**src/sv/mmrb_pkg.sv**
```systemverilog
// mmrb_pkg: shared types and constants for the min/max rescale-to-byte block.
// No dependencies; compiled first.
package mmrb_pkg;

   localparam int unsigned SampleWidthDefault = 16;
   localparam int unsigned LevelMax           = 255;
   localparam int unsigned LevelWidth         = 8;
   localparam int unsigned QuotBits           = 8;
   // bits needed for the 2*LevelMax scale factor
   localparam int unsigned ScaleBits          = $clog2(2 * LevelMax + 2);
   localparam int unsigned StepWidth          = $clog2(QuotBits);

   localparam logic OpMeasure = 1'b0;
   localparam logic OpRescale = 1'b1;

   typedef enum logic [1:0] {
      ST_IDLE,
      ST_PREP,
      ST_DIV,
      ST_FINISH
   } state_type;

   typedef struct packed {
      logic measure;   // fold request sample into range
      logic capture;   // latch rescale sample
      logic prep;      // form offset, range and dividend
      logic div_step;  // one restoring-divide step
      logic load_out;  // move result into output register
   } cmd_type;

   typedef struct packed {
      logic is_rescale;  // request carries a rescale item
      logic out_free;    // output register can take a result this cycle
   } status_type;

endpackage

```
**src/sv/mmrb_channels.sv**
```systemverilog
// mmrb_channels: valid/ready channel interfaces for requests and responses.
// Depends on mmrb_pkg.
interface mmrb_req_if #(
   parameter int unsigned SAMPLE_WIDTH = mmrb_pkg::SampleWidthDefault
) ();
   import mmrb_pkg::*;

   logic                           valid;
   logic                           ready;
   logic                           opcode;
   logic signed [SAMPLE_WIDTH-1:0] sample;
   logic                           last;

   modport source (output valid, opcode, sample, last, input ready);
   modport sink   (input valid, opcode, sample, last, output ready);
endinterface

interface mmrb_rsp_if ();
   import mmrb_pkg::*;

   logic                  valid;
   logic                  ready;
   logic [LevelWidth-1:0] level;
   logic                  flat_range;

   modport source (output valid, level, flat_range, input ready);
   modport sink   (input valid, level, flat_range, output ready);
endinterface

```
**src/sv/mmrb_ctrl.sv**
```systemverilog
// mmrb_ctrl: controller state machine, sequences measure, prepare, divide, output.
// Depends on mmrb_pkg.
module mmrb_ctrl (
   input  logic                 clock,
   input  logic                 reset,
   input  logic                 req_valid,
   output logic                 req_ready,
   input  mmrb_pkg::status_type status,
   output mmrb_pkg::cmd_type    cmd
);
   import mmrb_pkg::*;

   state_type            state_ff, state_in;
   logic [StepWidth-1:0] step_ff, step_in;

   always_ff @(posedge clock) begin
      if (reset) begin
         state_ff <= ST_IDLE;
         step_ff  <= '0;
      end else begin
         state_ff <= state_in;
         step_ff  <= step_in;
      end
   end

   // next state
   always_comb begin
      state_in = state_ff;
      step_in  = step_ff;
      case (state_ff)
         ST_IDLE: begin
            if (req_valid && status.is_rescale) begin
               state_in = ST_PREP;
            end
         end
         ST_PREP: begin
            state_in = ST_DIV;
            step_in  = '0;
         end
         ST_DIV: begin
            step_in = step_ff + 1'b1;
            if (step_ff == StepWidth'(QuotBits - 1)) begin
               state_in = ST_FINISH;
            end
         end
         ST_FINISH: begin
            if (status.out_free) begin
               state_in = ST_IDLE;
            end
         end
         default: begin
            state_in = ST_IDLE;
         end
      endcase
   end

   // outputs
   always_comb begin
      req_ready = 1'b0;
      cmd       = '0;
      case (state_ff)
         ST_IDLE: begin
            req_ready   = 1'b1;
            cmd.measure = req_valid && !status.is_rescale;
            cmd.capture = req_valid && status.is_rescale;
         end
         ST_PREP: begin
            cmd.prep = 1'b1;
         end
         ST_DIV: begin
            cmd.div_step = 1'b1;
         end
         ST_FINISH: begin
            cmd.load_out = status.out_free;
         end
         default: begin
            req_ready = 1'b0;
         end
      endcase
   end

endmodule

```
**src/sv/mmrb_datapath.sv**
```systemverilog
// mmrb_datapath: range registers, restoring divider and output register.
// Depends on mmrb_pkg; driven by mmrb_ctrl commands.
module mmrb_datapath #(
   parameter int unsigned SAMPLE_WIDTH = mmrb_pkg::SampleWidthDefault
) (
   input  logic                                clock,
   input  logic                                reset,
   input  mmrb_pkg::cmd_type                   cmd,
   output mmrb_pkg::status_type                status,
   input  logic                                req_opcode,
   input  logic signed [SAMPLE_WIDTH-1:0]      req_sample,
   input  logic                                req_last,
   output logic                                rsp_valid,
   input  logic                                rsp_ready,
   output logic [mmrb_pkg::LevelWidth-1:0]     rsp_level,
   output logic                                rsp_flat_range
);
   import mmrb_pkg::*;

   localparam int unsigned DW = SAMPLE_WIDTH + ScaleBits;

   logic signed [SAMPLE_WIDTH-1:0] lowest_ff, lowest_in;
   logic signed [SAMPLE_WIDTH-1:0] highest_ff, highest_in;
   logic                           range_open_ff, range_open_in;
   logic signed [SAMPLE_WIDTH-1:0] x_ff;

   logic [DW-1:0]         rem_ff, rem_in;
   logic [DW-1:0]         sh_ff, sh_in;
   logic [QuotBits-1:0]   quot_ff, quot_in;
   logic                  flat_ff, below_ff, above_ff;

   logic                  valid_ff, valid_in;
   logic [LevelWidth-1:0] level_ff;
   logic                  flat_out_ff;

   logic signed [SAMPLE_WIDTH:0] diff_t;
   logic signed [SAMPLE_WIDTH:0] diff_d;
   logic [DW-1:0]                dividend;
   logic                         fits;

   // range tracking
   always_comb begin
      lowest_in     = lowest_ff;
      highest_in    = highest_ff;
      range_open_in = range_open_ff;
      if (cmd.measure) begin
         if (!range_open_ff) begin
            lowest_in  = req_sample;
            highest_in = req_sample;
         end else begin
            if (req_sample < lowest_ff)  lowest_in  = req_sample;
            if (req_sample > highest_ff) highest_in = req_sample;
         end
         range_open_in = !req_last;
      end
   end

   // offset from minimum, range width, and dividend 2*255*t + d
   always_comb begin
      diff_t   = {x_ff[SAMPLE_WIDTH-1], x_ff} - {lowest_ff[SAMPLE_WIDTH-1], lowest_ff};
      diff_d   = {highest_ff[SAMPLE_WIDTH-1], highest_ff}
               - {lowest_ff[SAMPLE_WIDTH-1], lowest_ff};
      dividend = DW'(diff_t[SAMPLE_WIDTH-1:0]) * DW'(2 * LevelMax)
               + DW'(diff_d[SAMPLE_WIDTH-1:0]);
   end

   // restoring divide, one quotient bit per step
   always_comb begin
      rem_in  = rem_ff;
      sh_in   = sh_ff;
      quot_in = quot_ff;
      fits    = (rem_ff >= sh_ff);
      if (cmd.prep) begin
         rem_in  = dividend;
         sh_in   = DW'(diff_d[SAMPLE_WIDTH-1:0]) << QuotBits;  // 2d aligned to top bit
         quot_in = '0;
      end else if (cmd.div_step) begin
         if (fits) begin
            rem_in = rem_ff - sh_ff;
         end
         quot_in = {quot_ff[QuotBits-2:0], fits};
         sh_in   = sh_ff >> 1;
      end
   end

   always_comb begin
      valid_in = valid_ff;
      if (cmd.load_out) begin
         valid_in = 1'b1;
      end else if (rsp_ready) begin
         valid_in = 1'b0;
      end
   end

   always_ff @(posedge clock) begin
      if (reset) begin
         lowest_ff     <= '0;
         highest_ff    <= '0;
         range_open_ff <= 1'b0;
         valid_ff      <= 1'b0;
      end else begin
         lowest_ff     <= lowest_in;
         highest_ff    <= highest_in;
         range_open_ff <= range_open_in;
         valid_ff      <= valid_in;
      end
   end

   always_ff @(posedge clock) begin
      rem_ff  <= rem_in;
      sh_ff   <= sh_in;
      quot_ff <= quot_in;
      if (cmd.capture) begin
         x_ff <= req_sample;
      end
      if (cmd.prep) begin
         flat_ff  <= (diff_d == '0);
         below_ff <= diff_t[SAMPLE_WIDTH];
         above_ff <= (diff_t >= diff_d);
      end
      if (cmd.load_out) begin
         flat_out_ff <= flat_ff;
         if (flat_ff || below_ff) begin
            level_ff <= '0;
         end else if (above_ff) begin
            level_ff <= LevelWidth'(LevelMax);
         end else begin
            level_ff <= LevelWidth'(quot_ff);
         end
      end
   end

   assign status.is_rescale = (req_opcode == OpRescale);
   assign status.out_free   = !valid_ff || rsp_ready;

   assign rsp_valid      = valid_ff;
   assign rsp_level      = level_ff;
   assign rsp_flat_range = flat_out_ff;

endmodule

```
**src/sv/min_max_rescale_to_byte_top.sv**
```systemverilog
// min_max_rescale_to_byte_top: two-pass min/max normalizer to an 8-bit level.
// Depends on mmrb_pkg, mmrb_channels, mmrb_ctrl and mmrb_datapath.
//
// Usage:
//  - req_chan carries opcode, sample and last. Opcode measure folds the sample
//    into the running [min, max] range; the first measure after reset or after
//    a measure with last set starts a fresh range. Measure gives no response.
//  - Opcode rescale gives one rsp_chan transfer: level =
//    round((x - min) * 255 / (max - min)), half up, clamped to 0..255.
//    A flat range (max == min) returns level 0 with flat_range set.
//  - A new measure transfer is taken every cycle while no rescale is in progress.
//  - Rescale: the request transfer is followed by prepare, eight steps of the
//    restoring divider and the output load, then rsp valid; the divider sets the
//    pace. No new request is taken until the controller is back in idle.
//  - A result sits in the output register until rsp_chan is ready; measure
//    transfers are still taken meanwhile. A following rescale finishes its
//    divide and holds in its final state until the output register frees.
//  - Synchronous reset clears the range to 0..0 (flat) and drops rsp valid.
module min_max_rescale_to_byte_top #(
   parameter int unsigned SAMPLE_WIDTH = mmrb_pkg::SampleWidthDefault
) (
   input  logic       clock,
   input  logic       reset,
   mmrb_req_if.sink   req_chan,
   mmrb_rsp_if.source rsp_chan
);
   import mmrb_pkg::*;

   cmd_type    cmd;
   status_type status;
   logic       ready;

   // controller: owns req ready and sequencing of the divide
   mmrb_ctrl u_ctrl (
      .clock     (clock),
      .reset     (reset),
      .req_valid (req_chan.valid),
      .req_ready (ready),
      .status    (status),
      .cmd       (cmd)
   );

   // datapath: range registers, divider, output register
   mmrb_datapath #(
      .SAMPLE_WIDTH (SAMPLE_WIDTH)
   ) u_datapath (
      .clock          (clock),
      .reset          (reset),
      .cmd            (cmd),
      .status         (status),
      .req_opcode     (req_chan.opcode),
      .req_sample     (req_chan.sample),
      .req_last       (req_chan.last),
      .rsp_valid      (rsp_chan.valid),
      .rsp_ready      (rsp_chan.ready),
      .rsp_level      (rsp_chan.level),
      .rsp_flat_range (rsp_chan.flat_range)
   );

   assign req_chan.ready = ready;

endmodule

```
**src/flat_wrapper.sv**
```systemverilog
// flat-port wrapper written by rule: the top's interface ports become plain ports
module min_max_rescale_to_byte_top_flat import mmrb_pkg::*;
#(
   parameter int unsigned SAMPLE_WIDTH = mmrb_pkg::SampleWidthDefault
)
  (clock, reset, req_chan_valid, req_chan_opcode, req_chan_sample, req_chan_last, req_chan_ready, rsp_chan_valid, rsp_chan_level, rsp_chan_flat_range, rsp_chan_ready);
  mmrb_req_if #(.SAMPLE_WIDTH(SAMPLE_WIDTH)) req_chan_i ();
  mmrb_rsp_if rsp_chan_i ();
  input  logic clock;
  input  logic reset;
  input wire logic [$bits(req_chan_i.valid)-1:0] req_chan_valid;
  input wire logic [$bits(req_chan_i.opcode)-1:0] req_chan_opcode;
  input wire logic [$bits(req_chan_i.sample)-1:0] req_chan_sample;
  input wire logic [$bits(req_chan_i.last)-1:0] req_chan_last;
  output wire logic [$bits(req_chan_i.ready)-1:0] req_chan_ready;
  output wire logic [$bits(rsp_chan_i.valid)-1:0] rsp_chan_valid;
  output wire logic [$bits(rsp_chan_i.level)-1:0] rsp_chan_level;
  output wire logic [$bits(rsp_chan_i.flat_range)-1:0] rsp_chan_flat_range;
  input wire logic [$bits(rsp_chan_i.ready)-1:0] rsp_chan_ready;
  assign req_chan_i.valid = req_chan_valid;
  assign req_chan_i.opcode = req_chan_opcode;
  assign req_chan_i.sample = req_chan_sample;
  assign req_chan_i.last = req_chan_last;
  assign req_chan_ready = req_chan_i.ready;
  assign rsp_chan_valid = rsp_chan_i.valid;
  assign rsp_chan_level = rsp_chan_i.level;
  assign rsp_chan_flat_range = rsp_chan_i.flat_range;
  assign rsp_chan_i.ready = rsp_chan_ready;
  min_max_rescale_to_byte_top #(.SAMPLE_WIDTH(SAMPLE_WIDTH)) u_core (.clock(clock), .reset(reset), .req_chan(req_chan_i), .rsp_chan(rsp_chan_i));
endmodule
```
**config.mk**
```make
export PLATFORM = sky130hd
export DESIGN_NAME = min_max_rescale_to_byte_top_flat
export DESIGN_NICKNAME = d
export VERILOG_FILES = /design/src/sv/mmrb_pkg.sv /design/src/sv/mmrb_channels.sv /design/src/sv/mmrb_ctrl.sv /design/src/sv/mmrb_datapath.sv /design/src/sv/min_max_rescale_to_byte_top.sv /design/src/flat_wrapper.sv
export SDC_FILE = /design/constraint.sdc
export NUM_CORES = 1
export LEC_CHECK = 0
export BUFFER_PORTS_ARGS = -buffer_cell sky130_fd_sc_hd__buf_2
export CAP_MARGIN = 20
export CORE_UTILIZATION = 65
export DETAILED_ROUTE_END_ITERATION = 16
export PLACE_DENSITY = 0.89
export REMOVE_ABC_BUFFERS = 1
export SETUP_SLACK_MARGIN = 0.15
export SYNTH_ARGS = -nofsm -noshare
export SYNTH_HDL_FRONTEND = slang
export SYNTH_SLANG_ARGS = --single-unit
```
**constraint.sdc**
```tcl
create_clock -name clock -period 7.8 [get_ports clock]
set_input_delay 0.39 -clock clock [delete_from_list [all_inputs] [get_ports clock]]
set_output_delay 0.39 -clock clock [all_outputs]
set_load 0.02 [all_outputs]
```
==> results of run 1 <==
## synth_stat cells (all sizes together) (35+ instances only)
library cell	instances
edfxtp	69
mux2i	39
nor2	102
fa	55
nand3	39
nor2b	35
o21ai	72
nand2	98
dfxtp	55
ha	175
xor2	44
inv	201
xnor2	64
nor3	59
a21oi	88
a21o	39
## through the flow
| stage | setup slack (ns) | utilization [%] | instances | instance area (µm²) |
|---|---|---|---|---|
| after detailed placement | 0.375 | 69.5 | 1770 | 13700 |
| after floorplan | 0.605 | - | 1451 | 13000 |
| after CTS | 0.329 | 72.2 | 1802 | 14200 |
| after global placement | 0.619 | 69.5 | 1770 | 13700 |
| final | 0.390 | 73.0 | 1807 | 14300 |
| after global routing | 0.00105 | 73.0 | 1807 | 14300 |
## sequential cells by signal, indices dropped and copies added, names as in the netlist, 2 cells and up
register                      flops
u_core.u_datapath.rem_ff         25
u_core.u_ctrl.step_ff             3
u_core.u_datapath.sh_ff          24
u_core.u_datapath.lowest_ff      16
u_core.u_datapath.rsp_level       8
u_core.u_datapath.quot_ff         8
u_core.u_datapath.x_ff           16
u_core.u_datapath.highest_ff     16
u_core.u_ctrl.state_ff            2
## kinds of logic after synthesis
| logic type | after synthesis | share of synthesized area [%] |
|---|---|---|
| flops | 124 | 24.1 |
| compound gates | 329 | 17.0 |
| buf+inv | 244 | 7.22 |
| xor+xnor | 108 | 7.74 |
| simple gates | 412 | 15.5 |
| mux | 42 | 3.22 |
| fa+ha+maj | 234 | 25.3 |
## what timing repair did
action | in CTS | in global routing
buffers inserted | 0 | 4
setup endpoints to repair | 0 | 9
resized for setup | 0 | 24
## final cells by class
type                       count  area, µm²
clock buffer                  17        425
clock inverter                15        111
fill                        1340       5310
inverter                     202        762
multi-input combinational   1125       9170
sequential                   124       3170
tap                          265        332
timing repair buffer          59        370
## layer usage
layer / vias to the layer above / part of all wire (%) / track usage [%]
met2: 339 / 50 / 54.3
met4: 0 / 3.1 / 12.5
met1: 5271 / 42 / 35.7
li1: 5282 / - / -
met5: - / 0 / 0
met3: 82 / 4.8 / 4.70
## final timing paths
kind | from | end | slack [ns] | cells after the start
max reg2reg | u_core.u_datapath.lowest_ff[2]$_SDFFE_PP0P_ | u_core.u_datapath.rem_ff[24]$_DFFE_PP_ | 0.39 | 30
max | u_core.u_datapath.lowest_ff[2]$_SDFFE_PP0P_ | u_core.u_datapath.rem_ff[24]$_DFFE_PP_ | 0.39 | 30
min reg2reg | u_core.u_datapath.flat_ff$_DFFE_PP_ | u_core.u_datapath.rsp_flat_range$_DFFE_PP_ | 0.45 | 0
min | req_chan_last | u_core.u_datapath.range_open_ff$_SDFFE_PP0P_ | 0.12 | 2
==> results.rst, run 1 <==
.. list-table::
   :header-rows: 1

   * - Metric
     - Value
   * - Number of synthesized flops with an enable pin
     - 69
   * - Hold Fails Final Rpt
     - 0
   * - Post-synthesis instance total
     - 1493
   * - Number of placed I/O pins
     - 33
   * - Average wire length per cell after detail routing
     - 16.8 µm
   * - FP Rows
     - 51
   * - CTS clock-pin slew for the worst setup and hold paths
     - 0.07 ns
   * - Overflow left after global routing
     - 0
   * - Synth area leader
     - sky130_fd_sc_hd__ha_1
   * - Diode insertion count for antenna repair
     - 0
   * - Time the final worst path needs with I/O delays and setup
     - 7.41 ns
   * - # port buffers
     - 32
   * - Unrepaired setup endpoints after global routing
     - no
   * - Critical path data arrival time
     - 7.55 ns
   * - Measured slew at the worst slew-check pin
     - 1.02 ns
   * - Fraction of synthesis flops using an asynchronous set or reset pin
     - 0%
   * - Highest achievable clock rate
     - 0.135 GHz
   * - Top cells by area in the synthesized netlist
     - sky130_fd_sc_hd__ha_1 (17%), sky130_fd_sc_hd__edfxtp_1 (16%), sky130_fd_sc_hd__dfxtp_1 (8.3%)
   * - Nets
     - 1781
   * - Largest fanout of any net on the critical path
     - 5
   * - Die Height
     - 144 µm
   * - Initial standard-cell utilization of the core
     - 67.1%
   * - Crit path buf inv count
     - 6
   * - First-pass GRT wire length
     - 49.9 mm
   * - Clock root cell
     - sky130_fd_sc_hd__clkbuf_16
   * - 1st-pass router iterations
     - 5
   * - H-Tree Depth
     - 4
   * - Number of antenna violations at the first check in global routing
     - 0
   * - Most frequently used flop master after synthesis
     - sky130_fd_sc_hd__edfxtp_1
   * - Setup_tns
     - 0 ns
   * - Max-Cap Viols
     - 0
   * - Combined area of all synthesized cells
     - 13200 µm²
   * - Synth Register Bits
     - 124
   * - Commonest cells after routing, fill and taps aside
     - sky130_fd_sc_hd__inv_1 (199), sky130_fd_sc_hd__ha_1 (171), sky130_fd_sc_hd__nor2_1 (102)
   * - Count of vias placed by the detailed router
     - 10974
   * - Area Overhead vs Synth
     - 8.78%
   * - Outcome
     - finished clean
   * - First-iteration detailed-routing DRC count
     - 627
   * - Remaining max-slew budget at the tightest pin
     - 31.9%
   * - Via-per-instance ratio
     - 6.07
   * - Hold slack
     - 0.124 ns
   * - Number of warning messages in the yosys log
     - 0
   * - Fraction of final layout cells sized beyond drive strength 1
     - 11.2%
   * - Number of unique standard cell types used by synthesis
     - 89
   * - CTS tree
     - done
   * - Most Frequent Cell on Critical Path
     - sky130_fd_sc_hd__inv_1
   * - Overall Global Routing Usage
     - 30.2%
   * - WL final
     - 30.3 mm
   * - Hold_buf cts
     - 0
   * - Detailed Place HPWL
     - 22.4 mm
   * - Horizontal die dimension
     - 144 µm
   * - Residual DRC count
     - 0
   * - Routability-driven placement congestion ratio
     - 0.881
   * - Count of antenna-violating nets left after detailed routing
     - 0
   * - Req. time, crit path
     - 7.94 ns
   * - Largest delay share family, worst path
     - adder cells
   * - Post-Synthesis Mean Instance Area
     - 8.83 µm²
   * - Core Area
     - 19700 µm²
   * - Portion of the post-synthesis area used by sequential elements
     - 24.1%
   * - Crit path capture type
     - flop
   * - Area enclosed by the die boundary
     - 20900 µm²
   * - Category of the most critical setup path
     - flop to flop
   * - Max Root-Sink Buffers
     - 2
   * - Critical path's largest stage delay
     - 0.54 ns
   * - Final period util
     - 95.0%
   * - Startpoint Class
     - flop
   * - Pin count of the biggest net entering global routing
     - 97
   * - Setup skew after layout
     - 0.0142 ns
   * - Most frequent standard cell in the layout excluding fill and tap cells
     - sky130_fd_sc_hd__inv_1
   * - Share of the synthesized area in the top cell type
     - 16.6%
   * - Worst-skew pair later-pin latency
     - 0.44 ns
   * - Cell with the largest stage delay on the worst path
     - sky130_fd_sc_hd__fa_1
   * - Total CTS buffers
     - 17
   * - Class of the tightest hold or removal check
     - primary input to flop
   * - Final slew viol count
     - 0
   * - Count of endpoints failing setup in the final report
     - 0
   * - TritonCTS sink count
     - 124
   * - Via count of the first global-routing pass
     - 10874
Power of run 1 is left out: the tool's default activity adds up to more than one toggle a clock period on the data nets, which glitch-free logic cannot reach.
==> inputs of run 2 (changes only) <==
Settings changed: MAX_ROUTING_LAYER set to met4.
==> results.rst, run 2 (same netlist as run 1, synthesis figures left out) <==
.. list-table::
   :header-rows: 1

   * - Metric
     - Value
   * - Count of endpoints failing setup in the final report
     - 0
   * - Overall Global Routing Usage
     - 30.7%
   * - Via-per-instance ratio
     - 6.07
   * - Fraction of final layout cells sized beyond drive strength 1
     - 10.6%
   * - TritonCTS sink count
     - 124
   * - Time the final worst path needs with I/O delays and setup
     - 7.50 ns
   * - Crit path capture type
     - flop
   * - Via count of the first global-routing pass
     - 10683
   * - Largest registers
     - u_core.u_datapath.rem_ff (25), u_core.u_datapath.sh_ff (24)
   * - Average wire length per cell after detail routing
     - 17.1 µm
   * - Cell with the largest stage delay on the worst path
     - sky130_fd_sc_hd__fa_1
   * - Worst-skew pair later-pin latency
     - 0.45 ns
   * - CTS tree
     - done
   * - Horizontal die dimension
     - 144 µm
   * - Final slew viol count
     - 0
   * - Setup slack, reg-to-reg
     - 0.30 ns
   * - Final period util
     - 96.1%
   * - Critical path's largest stage delay
     - 0.60 ns
   * - R2R Path End
     - u_core.u_datapath.rem_ff[24]$_DFFE_PP_
   * - 1st-pass router iterations
     - 7
   * - Register name with the most flops
     - u_core.u_datapath.rem_ff
   * - First-iteration detailed-routing DRC count
     - 705
   * - First-pass GRT wire length
     - 48.9 mm
   * - Count of vias placed by the detailed router
     - 10951
   * - Residual DRC count
     - 0
   * - Routability-driven placement congestion ratio
     - 0.908
   * - Remaining max-slew budget at the tightest pin
     - 33.5%
   * - FP Rows
     - 51
   * - Area Overhead vs Synth
     - 9.03%
   * - Setup crit start
     - u_core.u_datapath.lowest_ff[1]$_SDFFE_PP0P_
   * - Most frequent standard cell in the layout excluding fill and tap cells
     - sky130_fd_sc_hd__inv_1
   * - Area enclosed by the die boundary
     - 20900 µm²
   * - Overflow left after global routing
     - 0
   * - Highest achievable clock rate
     - 0.133 GHz
   * - H-Tree Depth
     - 4
   * - Max Root-Sink Buffers
     - 2
   * - Number of flip-flops under the largest register name
     - 25
   * - Hold Fails Final Rpt
     - 0
   * - Category of the most critical setup path
     - flop to flop
   * - Critical path depth
     - 29
   * - Unrepaired setup endpoints after global routing
     - yes
   * - Count of antenna-violating nets left after detailed routing
     - 0
   * - Startpoint Class
     - flop
   * - Design area
     - 14400 µm²
   * - Number of placed I/O pins
     - 33
   * - Startpoint of the most critical register-to-register path
     - u_core.u_datapath.lowest_ff[1]$_SDFFE_PP0P_
   * - Initial standard-cell utilization of the core
     - 67.1%
   * - Largest fanout of any net on the critical path
     - 6
   * - Nets
     - 1778
   * - Clock root cell
     - sky130_fd_sc_hd__clkbuf_16
   * - WHS Path Cells
     - 2
   * - Core Area
     - 19700 µm²
   * - Die Height
     - 144 µm
   * - Pin count of the biggest net entering global routing
     - 97
   * - WL final
     - 30.8 mm
   * - # port buffers
     - 32
   * - Critical path data arrival time
     - 7.65 ns
   * - Largest delay share family, worst path
     - adder cells
   * - Req. time, crit path
     - 7.96 ns
   * - Max-Cap Viols
     - 0
   * - Diode insertion count for antenna repair
     - 0
   * - Class of the tightest hold or removal check
     - primary input to flop
   * - Detailed Place HPWL
     - 22.0 mm
   * - Worst Reg2Reg Path Length in Cells
     - 29
   * - Crit path buf inv count
     - 4
   * - CTS clock-pin slew for the worst setup and hold paths
     - 0.07 ns
   * - Measured slew at the worst slew-check pin
     - 0.998 ns
   * - Timing endpoint of the critical path
     - u_core.u_datapath.rem_ff[24]$_DFFE_PP_
   * - Outcome
     - finished clean
   * - Setup skew after layout
     - 0.0134 ns
   * - Total CTS buffers
     - 17
   * - Number of antenna violations at the first check in global routing
     - 0
   * - Commonest cells after routing, fill and taps aside
     - sky130_fd_sc_hd__inv_1 (200), sky130_fd_sc_hd__ha_1 (172), sky130_fd_sc_hd__nor2_1 (102)
   * - Cell area after placement
     - 13600 µm²
[run 2: changes by cell type in the layout (fill, tap and decap cells not counted), moves of 2 or more]
cell	before	now
sky130_fd_sc_hd__clkinv_4	3	5
sky130_fd_sc_hd__clkinv_2	3	1
sky130_fd_sc_hd__clkbuf_16	17	19
sky130_fd_sc_hd__buf_4	26	22
sky130_fd_sc_hd__clkinvlp_4	2	0
sky130_fd_sc_hd__inv_6	5	3
sky130_fd_sc_hd__nor2b_1	33	35
sky130_fd_sc_hd__nor2b_2	2	0
[run 2: stage by stage]
stage	hold slack, ns	utilization (%)	std cells	TNS (ns)	setup WS (ns)
after global placement	0.451	69.4	1768	0	0.614
after floorplan	0.427	-	1451	0	0.605
final	0.113	73.2	1804	0	0.302
after CTS	0.119	72.4	1800	0	0.200
after global routing	0.123	73.2	1804	-0.104	-0.104
after detailed placement	0.444	69.4	1768	0	0.348
[run 2: worst reg2reg max path: cells and delay by family (launching register included)]
family                   cells  cell delay [ns]
flip-flops                   1             0.36
adder cells (fa/ha/maj)      6             2.86
AND/OR/NAND/NOR              6             1.04
buffers and inverters        4             0.30
AO/OA/AOI/OAI               11             2.30
XOR/XNOR                     2             0.37
[run 2: per-layer routing]
metal  up-vias  share of wire [%]  GRT usage (%)
li1       5281                  -              -
met1      5189                 41           34.9
met2       388                 50           53.5
met3        93                5.3           5.23
met4         0                3.2           12.7
met5         -                  0              -
[run 2: worst min-delay path by stage]
stage                                             start                                      endpoint
floorplan           u_core.u_datapath.flat_ff$_DFFE_PP_    u_core.u_datapath.rsp_flat_range$_DFFE_PP_
global placement    u_core.u_datapath.flat_ff$_DFFE_PP_    u_core.u_datapath.rsp_flat_range$_DFFE_PP_
detailed placement  u_core.u_datapath.flat_ff$_DFFE_PP_    u_core.u_datapath.rsp_flat_range$_DFFE_PP_
CTS                                       req_chan_last  u_core.u_datapath.range_open_ff$_SDFFE_PP0P_
global route                              req_chan_last  u_core.u_datapath.range_open_ff$_SDFFE_PP0P_
finish                                    req_chan_last  u_core.u_datapath.range_open_ff$_SDFFE_PP0P_
[run 2: timing repair]
action	4_1_cts	5_1_grt
setup buffers	0	2
setup endpoints to repair	0	9
hold buffers	0	0
gates resized for setup	0	18
[run 2: cell type report]
class	count	area, µm²
clock inverter	12	98.8
multi-input combinational	1125	9160
fill	1383	5280
sequential	124	3170
inverter	202	758
clock buffer	20	489
tap	265	332
timing repair buffer	56	368
Power of run 2 is left out for the same reason.
